`config.mk`:
```
export PLATFORM = sky130hd
export DESIGN_NAME = nmea_position_parser
export DESIGN_NICKNAME = d
export VERILOG_FILES = /design/src/rtl/nmea_pkg.sv /design/src/rtl/nmea_front.sv /design/src/rtl/nmea_queue.sv /design/src/rtl/nmea_back.sv /design/src/rtl/nmea_position_parser.sv
export SDC_FILE = /design/constraint.sdc
export NUM_CORES = 2
export LEC_CHECK = 0
export ABC_AREA = 1
export BUFFER_PORTS_ARGS = -buffer_cell sky130_fd_sc_hd__buf_2
export CAP_MARGIN = 20
export CORE_ASPECT_RATIO = 0.8
export CORE_MARGIN = 4
export CORE_UTILIZATION = 45
export DETAILED_ROUTE_END_ITERATION = 8
export PLACE_DENSITY = 0.72
export SETUP_SLACK_MARGIN = 0.3
export SLEW_MARGIN = 20
export SYNTH_ARGS = -nofsm -noshare
export SYNTH_HDL_FRONTEND = slang
export SYNTH_SLANG_ARGS = --single-unit
```
`constraint.sdc`:
```
create_clock -name i_clk -period 13.5 [get_ports i_clk]
set_input_delay 2.7 -clock i_clk [delete_from_list [all_inputs] [get_ports i_clk]]
set_output_delay 2.7 -clock i_clk [all_outputs]
set_load 0.005 [all_outputs]
```
`src/rtl/nmea_pkg.sv`:
```
// Shared types, constants and helpers for the NMEA position parser.
`timescale 1ns / 1ps

package nmea_pkg;

    // Widths fixed by the result fields.
    localparam int VALUE_W = 32;
    localparam int ACC_W   = 33;
    localparam int POW10_W = 20;

    // Characters the parser reacts to.
    localparam logic [7:0] CH_DOLLAR  = 8'h24;
    localparam logic [7:0] CH_COMMA   = 8'h2C;
    localparam logic [7:0] CH_POINT   = 8'h2E;
    localparam logic [7:0] CH_NEWLINE = 8'h0A;
    localparam logic [7:0] CH_ZERO    = 8'h30;
    localparam logic [7:0] CH_NINE    = 8'h39;
    localparam logic [7:0] CH_N       = 8'h4E;
    localparam logic [7:0] CH_S       = 8'h53;
    localparam logic [7:0] CH_E       = 8'h45;
    localparam logic [7:0] CH_W       = 8'h57;
    localparam logic [7:0] CH_G       = 8'h47;
    localparam logic [7:0] CH_M       = 8'h4D;
    localparam logic [7:0] CH_L       = 8'h4C;

    // Class of one received byte.
    typedef enum logic [2:0] {
        CLS_DOLLAR,
        CLS_NEWLINE,
        CLS_COMMA,
        CLS_DIGIT,
        CLS_POINT,
        CLS_OTHER
    } t_char_class;

    // Letter that may name the sentence type.
    typedef enum logic [1:0] {
        HINT_NONE,
        HINT_G,
        HINT_M,
        HINT_L
    } t_type_hint;

    // Classified byte as it travels through the queue.
    typedef struct packed {
        t_char_class cls;
        logic [3:0]  digit;
        t_type_hint  hint;
        logic        ns_mark;
        logic        south;
        logic        ew_mark;
        logic        west;
    } t_token;

    // Power of ten for a scale step of zero to six digits.
    function automatic logic [POW10_W-1:0] pow10(input logic [2:0] n);
        logic [POW10_W-1:0] v;
        case (n)
            3'd0:    v = POW10_W'(1);
            3'd1:    v = POW10_W'(10);
            3'd2:    v = POW10_W'(100);
            3'd3:    v = POW10_W'(1000);
            3'd4:    v = POW10_W'(10000);
            3'd5:    v = POW10_W'(100000);
            3'd6:    v = POW10_W'(1000000);
            default: v = POW10_W'(1);
        endcase
        return v;
    endfunction

endpackage

```
`src/rtl/nmea_front.sv`:
```
// Input stage: classify each received byte and push it into the queue.
`timescale 1ns / 1ps

module nmea_front
    import nmea_pkg::*;
(
    input  logic       i_valid,
    input  logic [7:0] i_rx_byte,
    input  logic       i_queue_full,
    output logic       o_ready,
    output logic       o_push,
    output t_token     o_token
);

    // Accept whenever the queue has room.
    assign o_ready = !i_queue_full;
    assign o_push  = i_valid && !i_queue_full;

    // Classify the byte.
    always_comb begin
        o_token.digit   = 4'(i_rx_byte - CH_ZERO);
        o_token.ns_mark = (i_rx_byte == CH_N) || (i_rx_byte == CH_S);
        o_token.south   = (i_rx_byte == CH_S);
        o_token.ew_mark = (i_rx_byte == CH_E) || (i_rx_byte == CH_W);
        o_token.west    = (i_rx_byte == CH_W);

        if (i_rx_byte == CH_DOLLAR) begin
            o_token.cls = CLS_DOLLAR;
        end else if (i_rx_byte == CH_NEWLINE) begin
            o_token.cls = CLS_NEWLINE;
        end else if (i_rx_byte == CH_COMMA) begin
            o_token.cls = CLS_COMMA;
        end else if (i_rx_byte == CH_POINT) begin
            o_token.cls = CLS_POINT;
        end else if (i_rx_byte inside {[CH_ZERO:CH_NINE]}) begin
            o_token.cls = CLS_DIGIT;
        end else begin
            o_token.cls = CLS_OTHER;
        end

        if (i_rx_byte == CH_G) begin
            o_token.hint = HINT_G;
        end else if (i_rx_byte == CH_M) begin
            o_token.hint = HINT_M;
        end else if (i_rx_byte == CH_L) begin
            o_token.hint = HINT_L;
        end else begin
            o_token.hint = HINT_NONE;
        end
    end

endmodule

```
`src/rtl/nmea_queue.sv`:
```
// Short FIFO of classified bytes between the input stage and the parser.
`timescale 1ns / 1ps

module nmea_queue
    import nmea_pkg::*;
#(
    parameter int DEPTH = 4
) (
    input  logic   i_clk,
    input  logic   i_rst_n,
    input  logic   i_push,
    input  t_token i_token,
    input  logic   i_pop,
    output logic   o_full,
    output logic   o_not_empty,
    output t_token o_token
);

    localparam int PTR_W = $clog2(DEPTH);
    localparam int CNT_W = $clog2(DEPTH + 1);

    t_token             r_mem [DEPTH];
    logic [PTR_W-1:0]   r_wr_ptr;
    logic [PTR_W-1:0]   r_rd_ptr;
    logic [CNT_W-1:0]   r_count;
    logic               do_push;
    logic               do_pop;

    assign o_full      = (r_count == CNT_W'(DEPTH));
    assign o_not_empty = (r_count != '0);
    assign o_token     = r_mem[r_rd_ptr];
    assign do_push     = i_push && !o_full;
    assign do_pop      = i_pop && o_not_empty;

    function automatic logic [PTR_W-1:0] next_ptr(input logic [PTR_W-1:0] p);
        return (p == PTR_W'(DEPTH - 1)) ? '0 : p + PTR_W'(1);
    endfunction

    // Store entries.
    always_ff @(posedge i_clk) begin
        if (do_push) begin
            r_mem[r_wr_ptr] <= i_token;
        end
    end

    // Advance pointers and occupancy.
    always_ff @(posedge i_clk) begin
        if (!i_rst_n) begin
            r_wr_ptr <= '0;
            r_rd_ptr <= '0;
            r_count  <= '0;
        end else begin
            if (do_push) begin
                r_wr_ptr <= next_ptr(r_wr_ptr);
            end
            if (do_pop) begin
                r_rd_ptr <= next_ptr(r_rd_ptr);
            end
            if (do_push && !do_pop) begin
                r_count <= r_count + CNT_W'(1);
            end else if (do_pop && !do_push) begin
                r_count <= r_count - CNT_W'(1);
            end
        end
    end

endmodule

```
`src/rtl/nmea_back.sv`:
```
// Parser: sentence framing, field conversion, position hold and result register.
`timescale 1ns / 1ps

module nmea_back
    import nmea_pkg::*;
#(
    parameter int MAX_SENTENCE_LEN = 80,
    parameter int MAX_FIELD_LEN    = 20,
    parameter int FRAC_DIGITS      = 4
) (
    input  logic                i_clk,
    input  logic                i_rst_n,
    input  logic                i_not_empty,
    input  t_token              i_token,
    output logic                o_pop,
    output logic                o_valid,
    input  logic                i_ready,
    output logic [1:0]          o_sentence_type,
    output logic [VALUE_W-1:0]  o_utc_time,
    output logic [VALUE_W-1:0]  o_latitude,
    output logic                o_south,
    output logic [VALUE_W-1:0]  o_longitude,
    output logic                o_west,
    output logic                o_position_updated
);

    localparam int POS_W  = $clog2(MAX_SENTENCE_LEN + 1);
    localparam int CHR_W  = $clog2(MAX_FIELD_LEN + 1);
    localparam int FRAC_W = $clog2(FRAC_DIGITS + 1);
    localparam int PROD_W = ACC_W + POW10_W;
    localparam int MUL_W  = ACC_W + 4;

    localparam logic [ACC_W-1:0]  ACC_SAT = {1'b1, {(ACC_W - 1){1'b0}}};
    localparam logic [MUL_W-1:0]  MUL_MAX = MUL_W'({VALUE_W{1'b1}});
    localparam logic [FRAC_W-1:0] FRAC_C  = FRAC_W'(FRAC_DIGITS);

    typedef enum logic [1:0] {
        KIND_NONE,
        KIND_GGA,
        KIND_RMC,
        KIND_GLL
    } t_kind;

    typedef enum logic [2:0] {
        ROLE_NONE,
        ROLE_TIME,
        ROLE_LAT,
        ROLE_NS,
        ROLE_LON,
        ROLE_EW
    } t_role;

    // Field layout of each sentence type.
    function automatic t_role role_of(input t_kind k, input logic [3:0] f);
        t_role r;
        r = ROLE_NONE;
        case (k)
            KIND_GGA: begin
                case (f)
                    4'd1:    r = ROLE_TIME;
                    4'd2:    r = ROLE_LAT;
                    4'd3:    r = ROLE_NS;
                    4'd4:    r = ROLE_LON;
                    4'd5:    r = ROLE_EW;
                    default: r = ROLE_NONE;
                endcase
            end
            KIND_RMC: begin
                case (f)
                    4'd1:    r = ROLE_TIME;
                    4'd3:    r = ROLE_LAT;
                    4'd4:    r = ROLE_NS;
                    4'd5:    r = ROLE_LON;
                    4'd6:    r = ROLE_EW;
                    default: r = ROLE_NONE;
                endcase
            end
            KIND_GLL: begin
                case (f)
                    4'd1:    r = ROLE_LAT;
                    4'd2:    r = ROLE_NS;
                    4'd3:    r = ROLE_LON;
                    4'd4:    r = ROLE_EW;
                    4'd5:    r = ROLE_TIME;
                    default: r = ROLE_NONE;
                endcase
            end
            default: r = ROLE_NONE;
        endcase
        return r;
    endfunction

    // Sentence and field state.
    logic                r_in_sentence, n_in_sentence;
    logic [POS_W-1:0]    r_pos,         n_pos;
    logic [3:0]          r_field,       n_field;
    t_kind               r_kind,        n_kind;
    logic [CHR_W-1:0]    r_chars,       n_chars;
    logic                r_after_point, n_after_point;
    logic                r_num_ended,   n_num_ended;
    logic [FRAC_W-1:0]   r_frac,        n_frac;
    logic [ACC_W-1:0]    r_acc,         n_acc;
    logic [VALUE_W-1:0]  r_pend_time,   n_pend_time;
    logic [VALUE_W-1:0]  r_pend_lat,    n_pend_lat;
    logic [VALUE_W-1:0]  r_pend_lon,    n_pend_lon;
    logic                r_pend_ns,     n_pend_ns;
    logic                r_pend_s,      n_pend_s;
    logic                r_pend_ew,     n_pend_ew;
    logic                r_pend_w,      n_pend_w;
    logic [VALUE_W-1:0]  r_held_lat,    n_held_lat;
    logic [VALUE_W-1:0]  r_held_lon,    n_held_lon;
    logic                r_held_s,      n_held_s;
    logic                r_held_w,      n_held_w;

    // Result register.
    logic                r_out_valid,   n_out_valid;
    logic [1:0]          r_out_type,    n_out_type;
    logic [VALUE_W-1:0]  r_out_time,    n_out_time;
    logic                r_out_upd,     n_out_upd;

    logic                fire;
    logic                emit;
    logic                pos_valid;
    t_role               role;
    logic [MUL_W-1:0]    mul10;
    logic [PROD_W-1:0]   prod;
    logic [VALUE_W-1:0]  scaled;

    // Hold a newline back only while an untaken result sits in the register.
    assign o_pop = i_not_empty &&
                   ((i_token.cls != CLS_NEWLINE) || !r_out_valid || i_ready);
    assign fire  = o_pop;

    // Digit accumulate with saturation.
    assign mul10 = MUL_W'(r_acc) * MUL_W'(10) + MUL_W'(i_token.digit);

    // Scale the finished number by the missing fraction digits.
    assign prod   = PROD_W'(r_acc) * PROD_W'(pow10(3'(FRAC_C - r_frac)));
    assign scaled = (prod[PROD_W-1:VALUE_W] != '0) ? '1 : prod[VALUE_W-1:0];

    always_comb begin
        n_in_sentence = r_in_sentence;
        n_pos         = r_pos;
        n_field       = r_field;
        n_kind        = r_kind;
        n_chars       = r_chars;
        n_after_point = r_after_point;
        n_num_ended   = r_num_ended;
        n_frac        = r_frac;
        n_acc         = r_acc;
        n_pend_time   = r_pend_time;
        n_pend_lat    = r_pend_lat;
        n_pend_lon    = r_pend_lon;
        n_pend_ns     = r_pend_ns;
        n_pend_s      = r_pend_s;
        n_pend_ew     = r_pend_ew;
        n_pend_w      = r_pend_w;
        n_held_lat    = r_held_lat;
        n_held_lon    = r_held_lon;
        n_held_s      = r_held_s;
        n_held_w      = r_held_w;
        n_out_type    = r_out_type;
        n_out_time    = r_out_time;
        n_out_upd     = r_out_upd;
        emit          = 1'b0;
        pos_valid     = 1'b0;
        role          = ROLE_NONE;

        if (fire) begin
            if (i_token.cls == CLS_DOLLAR) begin
                // Start a fresh sentence.
                n_in_sentence = 1'b1;
                n_pos         = POS_W'(1);
                n_field       = '0;
                n_kind        = KIND_NONE;
                n_chars       = '0;
                n_after_point = 1'b0;
                n_num_ended   = 1'b0;
                n_frac        = '0;
                n_acc         = '0;
                n_pend_time   = '0;
                n_pend_lat    = '0;
                n_pend_lon    = '0;
                n_pend_ns     = 1'b0;
                n_pend_s      = 1'b0;
                n_pend_ew     = 1'b0;
                n_pend_w      = 1'b0;
            end else if (r_in_sentence) begin
                if (i_token.cls == CLS_NEWLINE) begin
                    // Close the last field and the sentence.
                    role = role_of(r_kind, r_field);
                    if (role == ROLE_TIME) begin
                        n_pend_time = scaled;
                    end else if (role == ROLE_LAT) begin
                        n_pend_lat = scaled;
                    end else if (role == ROLE_LON) begin
                        n_pend_lon = scaled;
                    end
                    n_chars       = '0;
                    n_after_point = 1'b0;
                    n_num_ended   = 1'b0;
                    n_frac        = '0;
                    n_acc         = '0;
                    n_in_sentence = 1'b0;
                    if (r_kind != KIND_NONE) begin
                        emit      = 1'b1;
                        pos_valid = r_pend_ns && r_pend_ew;
                        if (pos_valid) begin
                            n_held_lat = n_pend_lat;
                            n_held_lon = n_pend_lon;
                            n_held_s   = r_pend_s;
                            n_held_w   = r_pend_w;
                        end
                        n_out_type = 2'(r_kind - KIND_GGA);
                        n_out_time = n_pend_time;
                        n_out_upd  = pos_valid;
                    end
                end else if (r_pos < POS_W'(MAX_SENTENCE_LEN)) begin
                    // Detect the sentence type from the address.
                    if (r_pos == POS_W'(4) && r_kind == KIND_NONE) begin
                        if (i_token.hint == HINT_G) begin
                            n_kind = KIND_GGA;
                        end else if (i_token.hint == HINT_M) begin
                            n_kind = KIND_RMC;
                        end
                    end else if (r_pos == POS_W'(5) && r_kind == KIND_NONE &&
                                 i_token.hint == HINT_L) begin
                        n_kind = KIND_GLL;
                    end
                    n_pos = r_pos + POS_W'(1);
                    role  = role_of(n_kind, r_field);

                    if (i_token.cls == CLS_COMMA) begin
                        // End the field and move to the next.
                        if (role == ROLE_TIME) begin
                            n_pend_time = scaled;
                        end else if (role == ROLE_LAT) begin
                            n_pend_lat = scaled;
                        end else if (role == ROLE_LON) begin
                            n_pend_lon = scaled;
                        end
                        n_chars       = '0;
                        n_after_point = 1'b0;
                        n_num_ended   = 1'b0;
                        n_frac        = '0;
                        n_acc         = '0;
                        if (r_field != 4'd15) begin
                            n_field = r_field + 4'd1;
                        end
                    end else if (r_chars < CHR_W'(MAX_FIELD_LEN)) begin
                        // Take the mark from the first character.
                        if (r_chars == '0) begin
                            if (role == ROLE_NS) begin
                                n_pend_ns = i_token.ns_mark;
                                n_pend_s  = i_token.south;
                            end else if (role == ROLE_EW) begin
                                n_pend_ew = i_token.ew_mark;
                                n_pend_w  = i_token.west;
                            end
                        end
                        // Accumulate the number.
                        if (!r_num_ended) begin
                            if (i_token.cls == CLS_DIGIT) begin
                                if (!r_after_point || r_frac < FRAC_C) begin
                                    n_acc = (mul10 > MUL_MAX) ? ACC_SAT : mul10[ACC_W-1:0];
                                    if (r_after_point) begin
                                        n_frac = r_frac + FRAC_W'(1);
                                    end
                                end
                            end else if (i_token.cls == CLS_POINT && !r_after_point) begin
                                n_after_point = 1'b1;
                            end else begin
                                n_num_ended = 1'b1;
                            end
                        end
                        n_chars = r_chars + CHR_W'(1);
                    end
                end
            end
        end

        // Result register: load on emit, drop once taken.
        if (emit) begin
            n_out_valid = 1'b1;
        end else if (i_ready) begin
            n_out_valid = 1'b0;
        end else begin
            n_out_valid = r_out_valid;
        end
    end

    always_ff @(posedge i_clk) begin
        if (!i_rst_n) begin
            r_in_sentence <= 1'b0;
            r_pos         <= '0;
            r_field       <= '0;
            r_kind        <= KIND_NONE;
            r_chars       <= '0;
            r_after_point <= 1'b0;
            r_num_ended   <= 1'b0;
            r_frac        <= '0;
            r_acc         <= '0;
            r_pend_time   <= '0;
            r_pend_lat    <= '0;
            r_pend_lon    <= '0;
            r_pend_ns     <= 1'b0;
            r_pend_s      <= 1'b0;
            r_pend_ew     <= 1'b0;
            r_pend_w      <= 1'b0;
            r_held_lat    <= '0;
            r_held_lon    <= '0;
            r_held_s      <= 1'b0;
            r_held_w      <= 1'b0;
            r_out_valid   <= 1'b0;
        end else begin
            r_in_sentence <= n_in_sentence;
            r_pos         <= n_pos;
            r_field       <= n_field;
            r_kind        <= n_kind;
            r_chars       <= n_chars;
            r_after_point <= n_after_point;
            r_num_ended   <= n_num_ended;
            r_frac        <= n_frac;
            r_acc         <= n_acc;
            r_pend_time   <= n_pend_time;
            r_pend_lat    <= n_pend_lat;
            r_pend_lon    <= n_pend_lon;
            r_pend_ns     <= n_pend_ns;
            r_pend_s      <= n_pend_s;
            r_pend_ew     <= n_pend_ew;
            r_pend_w      <= n_pend_w;
            r_held_lat    <= n_held_lat;
            r_held_lon    <= n_held_lon;
            r_held_s      <= n_held_s;
            r_held_w      <= n_held_w;
            r_out_valid   <= n_out_valid;
        end
    end

    // Result payload needs no reset.
    always_ff @(posedge i_clk) begin
        r_out_type <= n_out_type;
        r_out_time <= n_out_time;
        r_out_upd  <= n_out_upd;
    end

    assign o_valid            = r_out_valid;
    assign o_sentence_type    = r_out_type;
    assign o_utc_time         = r_out_time;
    assign o_latitude         = r_held_lat;
    assign o_south            = r_held_s;
    assign o_longitude        = r_held_lon;
    assign o_west             = r_held_w;
    assign o_position_updated = r_out_upd;

endmodule

```
`src/rtl/nmea_position_parser.sv`:
```
// NMEA position parser top level: input stage, byte queue and parser.
`timescale 1ns / 1ps

// Parses a stream of NMEA 0183 characters, one byte per transaction, and
// recognizes GGA, RMC and GLL sentences. Each newline that ends a known
// sentence produces one result: the sentence type, the UTC time and the
// held position, which is replaced only when both hemisphere marks of the
// sentence are valid. Numbers are decimal fixed point scaled by ten to
// FRAC_DIGITS, saturating at the top of 32 bits. The block takes one byte
// per clock cycle while the queue has room. A byte passes the combinational
// classifier into a QUEUE_DEPTH entry queue, and the parser takes it from
// the queue head once it is stored there. A result is loaded into the
// output register when the parser takes the newline that ends it. The
// parser consumes one byte per cycle and pauses only on a newline while the
// previous result still waits in the output register; input stalls once the
// queue is full. QUEUE_DEPTH must be two or more.

module nmea_position_parser
    import nmea_pkg::*;
#(
    parameter int MAX_SENTENCE_LEN = 80,
    parameter int MAX_FIELD_LEN    = 20,
    parameter int FRAC_DIGITS      = 4,
    parameter int QUEUE_DEPTH      = 4
) (
    input  logic                i_clk,
    input  logic                i_rst_n,
    input  logic                i_valid,
    output logic                o_ready,
    input  logic [7:0]          i_rx_byte,
    output logic                o_valid,
    input  logic                i_ready,
    output logic [1:0]          o_sentence_type,
    output logic [VALUE_W-1:0]  o_utc_time,
    output logic [VALUE_W-1:0]  o_latitude,
    output logic                o_south,
    output logic [VALUE_W-1:0]  o_longitude,
    output logic                o_west,
    output logic                o_position_updated
);

    logic   queue_full;
    logic   queue_not_empty;
    logic   push;
    logic   pop;
    t_token push_token;
    t_token head_token;

    // Classify incoming bytes.
    nmea_front u_front (
        .i_valid      (i_valid),
        .i_rx_byte    (i_rx_byte),
        .i_queue_full (queue_full),
        .o_ready      (o_ready),
        .o_push       (push),
        .o_token      (push_token)
    );

    // Decouple input from parser.
    nmea_queue #(
        .DEPTH (QUEUE_DEPTH)
    ) u_queue (
        .i_clk       (i_clk),
        .i_rst_n     (i_rst_n),
        .i_push      (push),
        .i_token     (push_token),
        .i_pop       (pop),
        .o_full      (queue_full),
        .o_not_empty (queue_not_empty),
        .o_token     (head_token)
    );

    // Parse sentences and deliver results.
    nmea_back #(
        .MAX_SENTENCE_LEN (MAX_SENTENCE_LEN),
        .MAX_FIELD_LEN    (MAX_FIELD_LEN),
        .FRAC_DIGITS      (FRAC_DIGITS)
    ) u_back (
        .i_clk              (i_clk),
        .i_rst_n            (i_rst_n),
        .i_not_empty        (queue_not_empty),
        .i_token            (head_token),
        .o_pop              (pop),
        .o_valid            (o_valid),
        .i_ready            (i_ready),
        .o_sentence_type    (o_sentence_type),
        .o_utc_time         (o_utc_time),
        .o_latitude         (o_latitude),
        .o_south            (o_south),
        .o_longitude        (o_longitude),
        .o_west             (o_west),
        .o_position_updated (o_position_updated)
    );

endmodule

```
## Word level (Yosys, flattened, before mapping)

Memory sizes are Yosys's and may differ from the RTL's. A register that Yosys moved wholly into a read port is not among the register bits.
Index checks and enable logic that the tools add are counted.
W data, S select, Z words.

- Bits in registers: 266
- Memories kept: 1
- Input port bits: 12
- Bits in writable memories: 52
- Output and inout port bits: 103

- Eq/ne operators: 58
- Bitwise logic cells: 1
- Mux-type cells: 170
- $add $sub $neg: 12
- Reduce and logical (&&, ||, !) cells: 61
- Multiply operators: 2
- $lt $le $gt $ge: 6

Memories:

| memory | words | width | rd ports | clocked after Yosys merged registers in | wr ports | RTL line | RTL |
|---|---|---|---|---|---|---|---|
| u_queue.r_mem | 4 | 13 | 1 | 1 | 1 | nmea_queue.sv:22 | `t_token r_mem [DEPTH];` |

Operators by type and width:

| kind | number |
|---|---|
| $mux W32 | 28 |
| $mux W33 | 10 |
| $pmux W20 S6 | 1 |
| $mux W3 | 26 |
| $mux W1 | 64 |
| $eq A8 B7 Y1 const B | 7 |
| $mul A33 B20 Y53 | 1 |
| $pmux W3 S5 | 3 |
| $mux W2 | 20 |
| $add A37 B4 Y37 | 1 |
| $gt A37 B32 Y1 const B | 1 |
| $mul A33 B3 Y36 const B | 1 |
| $mux W5 | 6 |
| $mux W7 | 4 |
| $eq A3 B3 Y1 const B | 8 |
| $eq A8 B6 Y1 const B | 3 |
| $mux W4 | 6 |
| $reduce_bool A2 Y1 | 11 |
| $eq A3 B2 Y1 const B | 7 |
| $reduce_and A7 Y1 | 3 |
| $reduce_bool A21 Y1 | 1 |
| $reduce_bool A4 Y1 | 5 |
| $pmux W3 S3 | 2 |
| $reduce_and A6 Y1 | 3 |
| 38 further kinds | 88 |

## Longest topological paths before layout

- Word-level depth: 27
- Depth in mapped cells: 49

## Hierarchy

A second synthesis with hierarchy kept.

- Cells, all modules: 5,482
- Area total of the unflattened synthesis: 39,703.1 µm²

By module, submodules not included:

| module | cells an instance | times used | area each (µm²) | sequential area each (µm²) |
|---|---|---|---|---|
| nmea_back | 5,225 | 1 | 36,895.4 | 5,535.3 |
| nmea_queue | 197 | 1 | 2,534.9 | 1,741.7 |
| nmea_front | 60 | 1 | 272.8 | 0.0 |

## Worst setup path before layout

OpenSTA, ideal clock, no wires.

- Path type: register to register
- From: reg u_back.r_frac[1]
- To: reg u_back.r_out_time[11] (netlist: u_back.o_utc_time[11]) (data pin)
- Arrival time: 8,314 ps
- Setup time: 255 ps
- Setup slack: 4,932 ps
- Path buffers: 3
- Stages on the path, launching flop included: 40
- Path through: dfxtp_1 > inv_1 > ha_1 > ha_1 > nor3_1 > inv_1 > o21ai_1 > clkbuf_1 > nand2_1 > fa_1 > inv_1 > fa_1 > inv_1 > fa_1 > inv_1 > fa_1 > fa_1 > fa_1 > [4 not listed] > nand2_1 > inv_1 > nand2_1 > nor3_1 > nand2_1 > nor2_1 > nand2_1 > nand3_1 > nand2_1 > nand2_1 > nand2_1 > nor2_1 > nand2_1 > nor2_2 > buf_2 > buf_2 > nand4_1 > and2_1

- Word-level cells in the longest chain between the ends: 7
- Elaborated cells on any way between the ends: 12
- Those cells by class: 1 x add/sub; 1 x mul; 6 x eq/ne; 3 x mux; 1 x reduce/logical

RTL lines:

| element | RTL line | RTL |
|---|---|---|
| from (decl) | nmea_back.sv:101 | `logic [FRAC_W-1:0] r_frac, n_frac;` |
| from (signal assigned) | nmea_back.sv:323 | `r_frac <= n_frac;` |
| $sub A3 B3 Y3 (*) | nmea_back.sv:138 | `assign prod = PROD_W'(r_acc) * PROD_W'(pow10(3'(FRAC_C - r_frac)));` |
| $eq A3 B3 Y1, or another cell as far along | nmea_pkg.sv:58 | `case (n)` |
| $pmux W20 S6 (*) | nmea_pkg.sv:58 |  |
| $mul A33 B20 Y53 (*) | nmea_back.sv:138 |  |
| $reduce_bool A21 Y1 | nmea_back.sv:139 | `assign scaled = (prod[PROD_W-1:VALUE_W] != '0) ? '1 : prod[VALUE_W-1:0];` |
| $mux W32 (*) | nmea_back.sv:139 |  |
| $mux W32 (*) | nmea_back.sv:192 | `if (role == ROLE_TIME) begin` |
| to (signal assigned) | nmea_back.sv:343 | `r_out_time <= n_out_time;` |
| to (decl) | nmea_back.sv:118 | `logic [VALUE_W-1:0] r_out_time, n_out_time;` |

Mark *: on every way between the ends. The rest lies on a longest branch, timed or not.
A chain may end at the register's enable or synchronous reset.

## Worst setup path in the final report

- From: reg u_back.r_frac[1]
- To: reg u_back.r_pend_time[10]

- Word-level cells in the longest chain between the ends: 12
- Elaborated cells on any way between the ends: 18
- Those cells by class: 1 x add/sub; 1 x mul; 6 x eq/ne; 9 x mux; 1 x reduce/logical

RTL lines:

| element | RTL line | RTL |
|---|---|---|
| $sub A3 B3 Y3 (*) | nmea_back.sv:138 |  |
| $eq A3 B3 Y1, or another cell as far along | nmea_pkg.sv:58 |  |
| $pmux W20 S6 (*) | nmea_pkg.sv:58 |  |
| $mul A33 B20 Y53 (*) | nmea_back.sv:138 |  |
| $reduce_bool A21 Y1 | nmea_back.sv:139 |  |
| $mux W32 (*) | nmea_back.sv:139 |  |
| $mux W32 | nmea_back.sv:235 | `if (role == ROLE_TIME) begin` |
| $mux W32 | nmea_back.sv:233 | `if (i_token.cls == CLS_COMMA) begin` |
| $mux W32 | nmea_back.sv:218 | `end else if (r_pos < POS_W'(MAX_SENTENCE_LEN)) begin` |
| $mux W32 (*) | nmea_back.sv:189 | `if (i_token.cls == CLS_NEWLINE) begin` |
| $mux W32 (*) | nmea_back.sv:188 | `end else if (r_in_sentence) begin` |
| $mux W32 (*) | nmea_back.sv:170 | `if (i_token.cls == CLS_DOLLAR) begin` |
| to (signal assigned) | nmea_back.sv:325 | `r_pend_time <= n_pend_time;` |
| to (decl) | nmea_back.sv:103 | `logic [VALUE_W-1:0] r_pend_time, n_pend_time;` |

Mark *: on every way between the ends. The rest lies on a longest branch, timed or not. The select of a mux whose other input is x is not followed.

==> metrics.md <==
| Metric | Value |
|---|---|
| Summed negative setup slack over all endpoints | `0 ps` |
| DRC errors left | `0` |
| Worst hold path class | `flip-flop to flip-flop` |
| Simple-gate portion of the synthesized area | `0.282` |
| Library cell contributing the largest single delay on the critical path | `sky130_fd_sc_hd__nor2_4` |
| Total Nets Final | `6,393` |
| Routed length per instance | `18.4 um` |
| Area of combinational cells with multiple inputs | `27,700 um^2` |
| Diodes inserted | `0` |
| Post-route design area | `43,100 um^2` |
| Die area | `94,100 um^2` |
| Fill cell total of the finished layout | `around 8,700` |
| Core Footprint | `between 80,000 and 90,000 um^2` |
| Wire length of the first global-routing pass | `198 mm` |
| Number of distinct library cells after synthesis | `59` |
| Number of buffers created by CTS | `36` |
| Clock buffer depth | `3` |
| Placed Instances | `between 6,000 and 7,000` |
| Most area-hungry cell type in the Yosys netlist | `sky130_fd_sc_hd__fa_1` |
| Vertical die dimension | `275 um` |
| Quantity of I/O buffers inserted on ports | `114` |
| Flops & latches, synth | `320` |
| Worst Path Class, Setup | `flip-flop to flip-flop` |
| Number of H-tree levels | `2` |
| EDFF count, synth | `87` |
| Dominant combinational cell family by area after synthesis | `adder cells` |
| Clock transition time at the flip-flop clock pins of the worst setup and hold paths | `approximately 70 ps` |
| Count of mapped cells out of synthesis | `around 5,600` |
| Final worst clock skew | `roughly 33 ps` |
| Detailed-route via count | `approximately 36,000` |
| Chip Width | `342 um` |
| Post-route worst setup slack | `approximately 2400 ps` |
| Maximum number of pins on one net before global-route repair | `96` |
| Initial cell density of the core | `0.456` |
| Sum of buffers and inverters on the critical path | `9` |
| Slew at the pin closest to its max-slew limit | `between 1000 and 1500 ps` |
| Most used standard cells in the synthesized netlist | `1,463 x sky130_fd_sc_hd__nand2_1, 1,133 x sky130_fd_sc_hd__inv_1, 520 x sky130_fd_sc_hd__nor2_1` |
| Overall overflow remaining after global route | `0` |
| Row count | `just under 100` |
| Hold Violations, Final | `0` |
| Post-detailed-route via-to-cell ratio | `5.31` |
| Initial DRT Pass Iterations | `8` |
| Growth of design area from synthesis to finish | `7.40%` |
| Final RePlAce weighted congestion | `0.976` |
| Worst setup slack before clock tree synthesis | `2480 ps` |
| Post-CTS Setup Repair Bufs | `0` |
| Final non-filler cell total | `6,824` |
| Endpoint arrival time on the critical path | `11,540 ps` |
| Post-route clock period utilization | `0.824` |
| Via count of the first global-routing pass | `35,392` |
| Clock insertion delay at the later pin of the skew report | `590 ps` |
| Sequential element share of the synthesized area | `0.181` |
| Delay of the slowest cell on the worst path | `830 ps` |
| Post-synthesis share of cell area spent on full adders, half adders and majority gates | `0.330` |
| Final-report max-slew violation count | `0` |
| Mapped Nets | `6,383` |
| Run status | `finished, final reports clean` |
| Leading cell types by total area after synthesis | `sky130_fd_sc_hd__fa_1 24%, sky130_fd_sc_hd__nand2_1 14%, sky130_fd_sc_hd__dfxtp_1 12%` |
| Avg Cell Area, Syn | `7.17 um^2` |
| Count of clock tree sinks | `320` |
| Post-synthesis mux area share | `0` |
| Antenna violations before repair | `0` |
| Leading register cell type out of synthesis | `sky130_fd_sc_hd__dfxtp_1` |
| Gr usage total | `0.268` |
| Fraction of registers with async set/reset | `0` |
| Antenna violation net count after detailed routing | `0` |
| Warnings, synthesis | `0` |
| Total power per unit cell area | `about 61 nW/um^2` |
| Post-CTS resize count | `0` |
| Top-count cell post-synth | `sky130_fd_sc_hd__nand2_1` |
| Maximum clock rate | `89.9 MHz` |
| CP endpoint kind | `flip-flop` |
| Required time at the worst-slack endpoint | `13,910 ps` |
| Worst IR Drop VDD | `115 uV` |
| I/O Pins | `115` |
| Hold Buf Count CTS | `0` |
| Unrepaired setup endpoints after global routing | `no` |
| Cell area after technology mapping | `40,100 um^2` |
| Share of final-layout standard cells stronger than drive strength 1 | `0.0719` |
| Static Leakage | `22.2 nW` |
| Startpoint kind of the worst setup timing path | `flip-flop` |
| Number of DRC markers in iteration 0 | `3,653` |
| Sum of net half-perimeters after detailed placement | `approximately 98 mm` |
| Max-cap viol count | `0` |
| Family of cells with the greatest summed delay on the critical path | `adder cells` |
| Largest driver fanout on the critical path | `between 40 and 50` |
| Time the final worst path needs with I/O delays and setup | `11,120 ps` |
| Worst slew margin relative to its limit | `0.235` |
| Post-Synth XOR/XNOR Area | `0.0147` |
| CTS tree | `yes` |
| Power after layout | `2.62 mW` |
| Total wirelength of the detailed-routed design | `roughly 130 mm` |
| Share of Yosys cell area claimed by the top area cell type | `0.238` |
| Sequential standard cell area | `7280 um^2` |
| Post-detailed-placement cell area | `41,800 um^2` |
| Final setup violating endpoints | `0` |
| Compound-gate portion of the synthesized area | `0.0637` |
| Clk Tree Root Cell | `sky130_fd_sc_hd__clkbuf_16` |
## metal layers
layer	wire, um	GRT usage	vias up
li1	-	-	17192
met1	55700	0.379	17216
met2	52100	0.397	1620
met3	14400	0.0815	228
met4	3710	0.0728	0
met5	0	0	-
## layout by cell type, fill, tap and decap left out, drive strengths merged, types with 2 or more instances in the layout
master    instances
o22ai            12
fa              478
a211oi            4
nor3             46
xnor2            32
o21a              2
nor2            545
clkinv           23
a22oi             2
inv            1149
and2             40
xor2             33
nand4           147
a21o              2
bufinv            3
a31oi             5
edfxtp           87
clkinvlp          2
nor4              4
buf             168
nand2          1479
clkbuf           44
o21bai           16
o211ai           65
nand3           255
nor3b             5
or2             103
dfxtp           233
o21ai            79
nand3b           12
ha              293
a21oi           257
and3              3
## registers in the layout (all words and copies together) (netlist names), 2 cells and up, named ones only
| name | count |
|---|---|
| u_back.r_kind | 2 |
| u_back.r_pend_lat | 32 |
| u_queue.r_rd_ptr | 2 |
| u_back.r_pend_time | 32 |
| u_queue.r_mem | 52 |
| u_queue.r_count | 3 |
| u_back.o_sentence_type | 2 |
| u_back.r_pend_lon | 32 |
| u_back.o_utc_time | 32 |
| u_back.r_frac | 3 |
| u_back.o_latitude | 32 |
| u_back.r_field | 4 |
| u_back.r_chars | 5 |
| u_back.o_longitude | 32 |
| u_back.r_acc | 33 |
| u_queue.r_wr_ptr | 2 |
| u_back.r_pos | 7 |
## logic make-up (layout without fill, tap and decap cells)
logic type / after synthesis / count (layout)
adder cells (fa/ha/maj): 771 / 771
XOR/XNOR: 65 / 65
AND/OR/NAND/NOR: 2639 / 2639
flip-flops: 320 / 320
buffers and inverters: 1353 / 1389
AO/OA/AOI/OAI: 452 / 452
## per-stage QoR
stage / util / hold slack [ps]
floorplan: - / 436
global placement: 0.475 / 447
detailed placement: 0.475 / 450
CTS: 0.489 / 460
global route: 0.490 / 472
finish: 0.490 / 461
## cell type report
type / count / area share
clock buffer: 44 / 0.0232
inverter: 1157 / 0.101
tap: 1188 / 0.0345
timing repair buffer: 168 / 0.0242
multi-input combinational: 3927 / 0.643
sequential: 320 / 0.169
clock inverter: 20 / 0.00499
## worst reg2reg max path: cells and delay by family, from the launching register on
| family | cells | cell delay, ps |
|---|---|---|
| adders and majority gates | 10 | 4380 |
| and+or+nand+nor | 17 | 3410 |
| buffers and inverters | 9 | 2030 |
| AOI/OAI and AO/OA | 2 | 700 |
| DFF | 1 | 440 |
## report_power, final
group	total, mW	internal [mW]	leakage (nW)	switching, mW
clock	1.04	0.592	0.598	0.447
sequential	1.05	1.02	2.70	0.0336
combinational	0.525	0.133	18.9	0.392
## worst paths after layout
path	start	end	slack, ps	depth (start not counted)
setup / recovery	u_back.r_frac[1]	u_back.r_pend_time[10]	2380	38
setup reg to reg	u_back.r_frac[1]	u_back.r_pend_time[10]	2380	38
hold / removal	u_back.r_pend_lon[22]	u_back.r_pend_lon[22]	460	2
hold reg to reg	u_back.r_pend_lon[22]	u_back.r_pend_lon[22]	460	2
No activity file was read; power rests on OpenSTA's default activity.
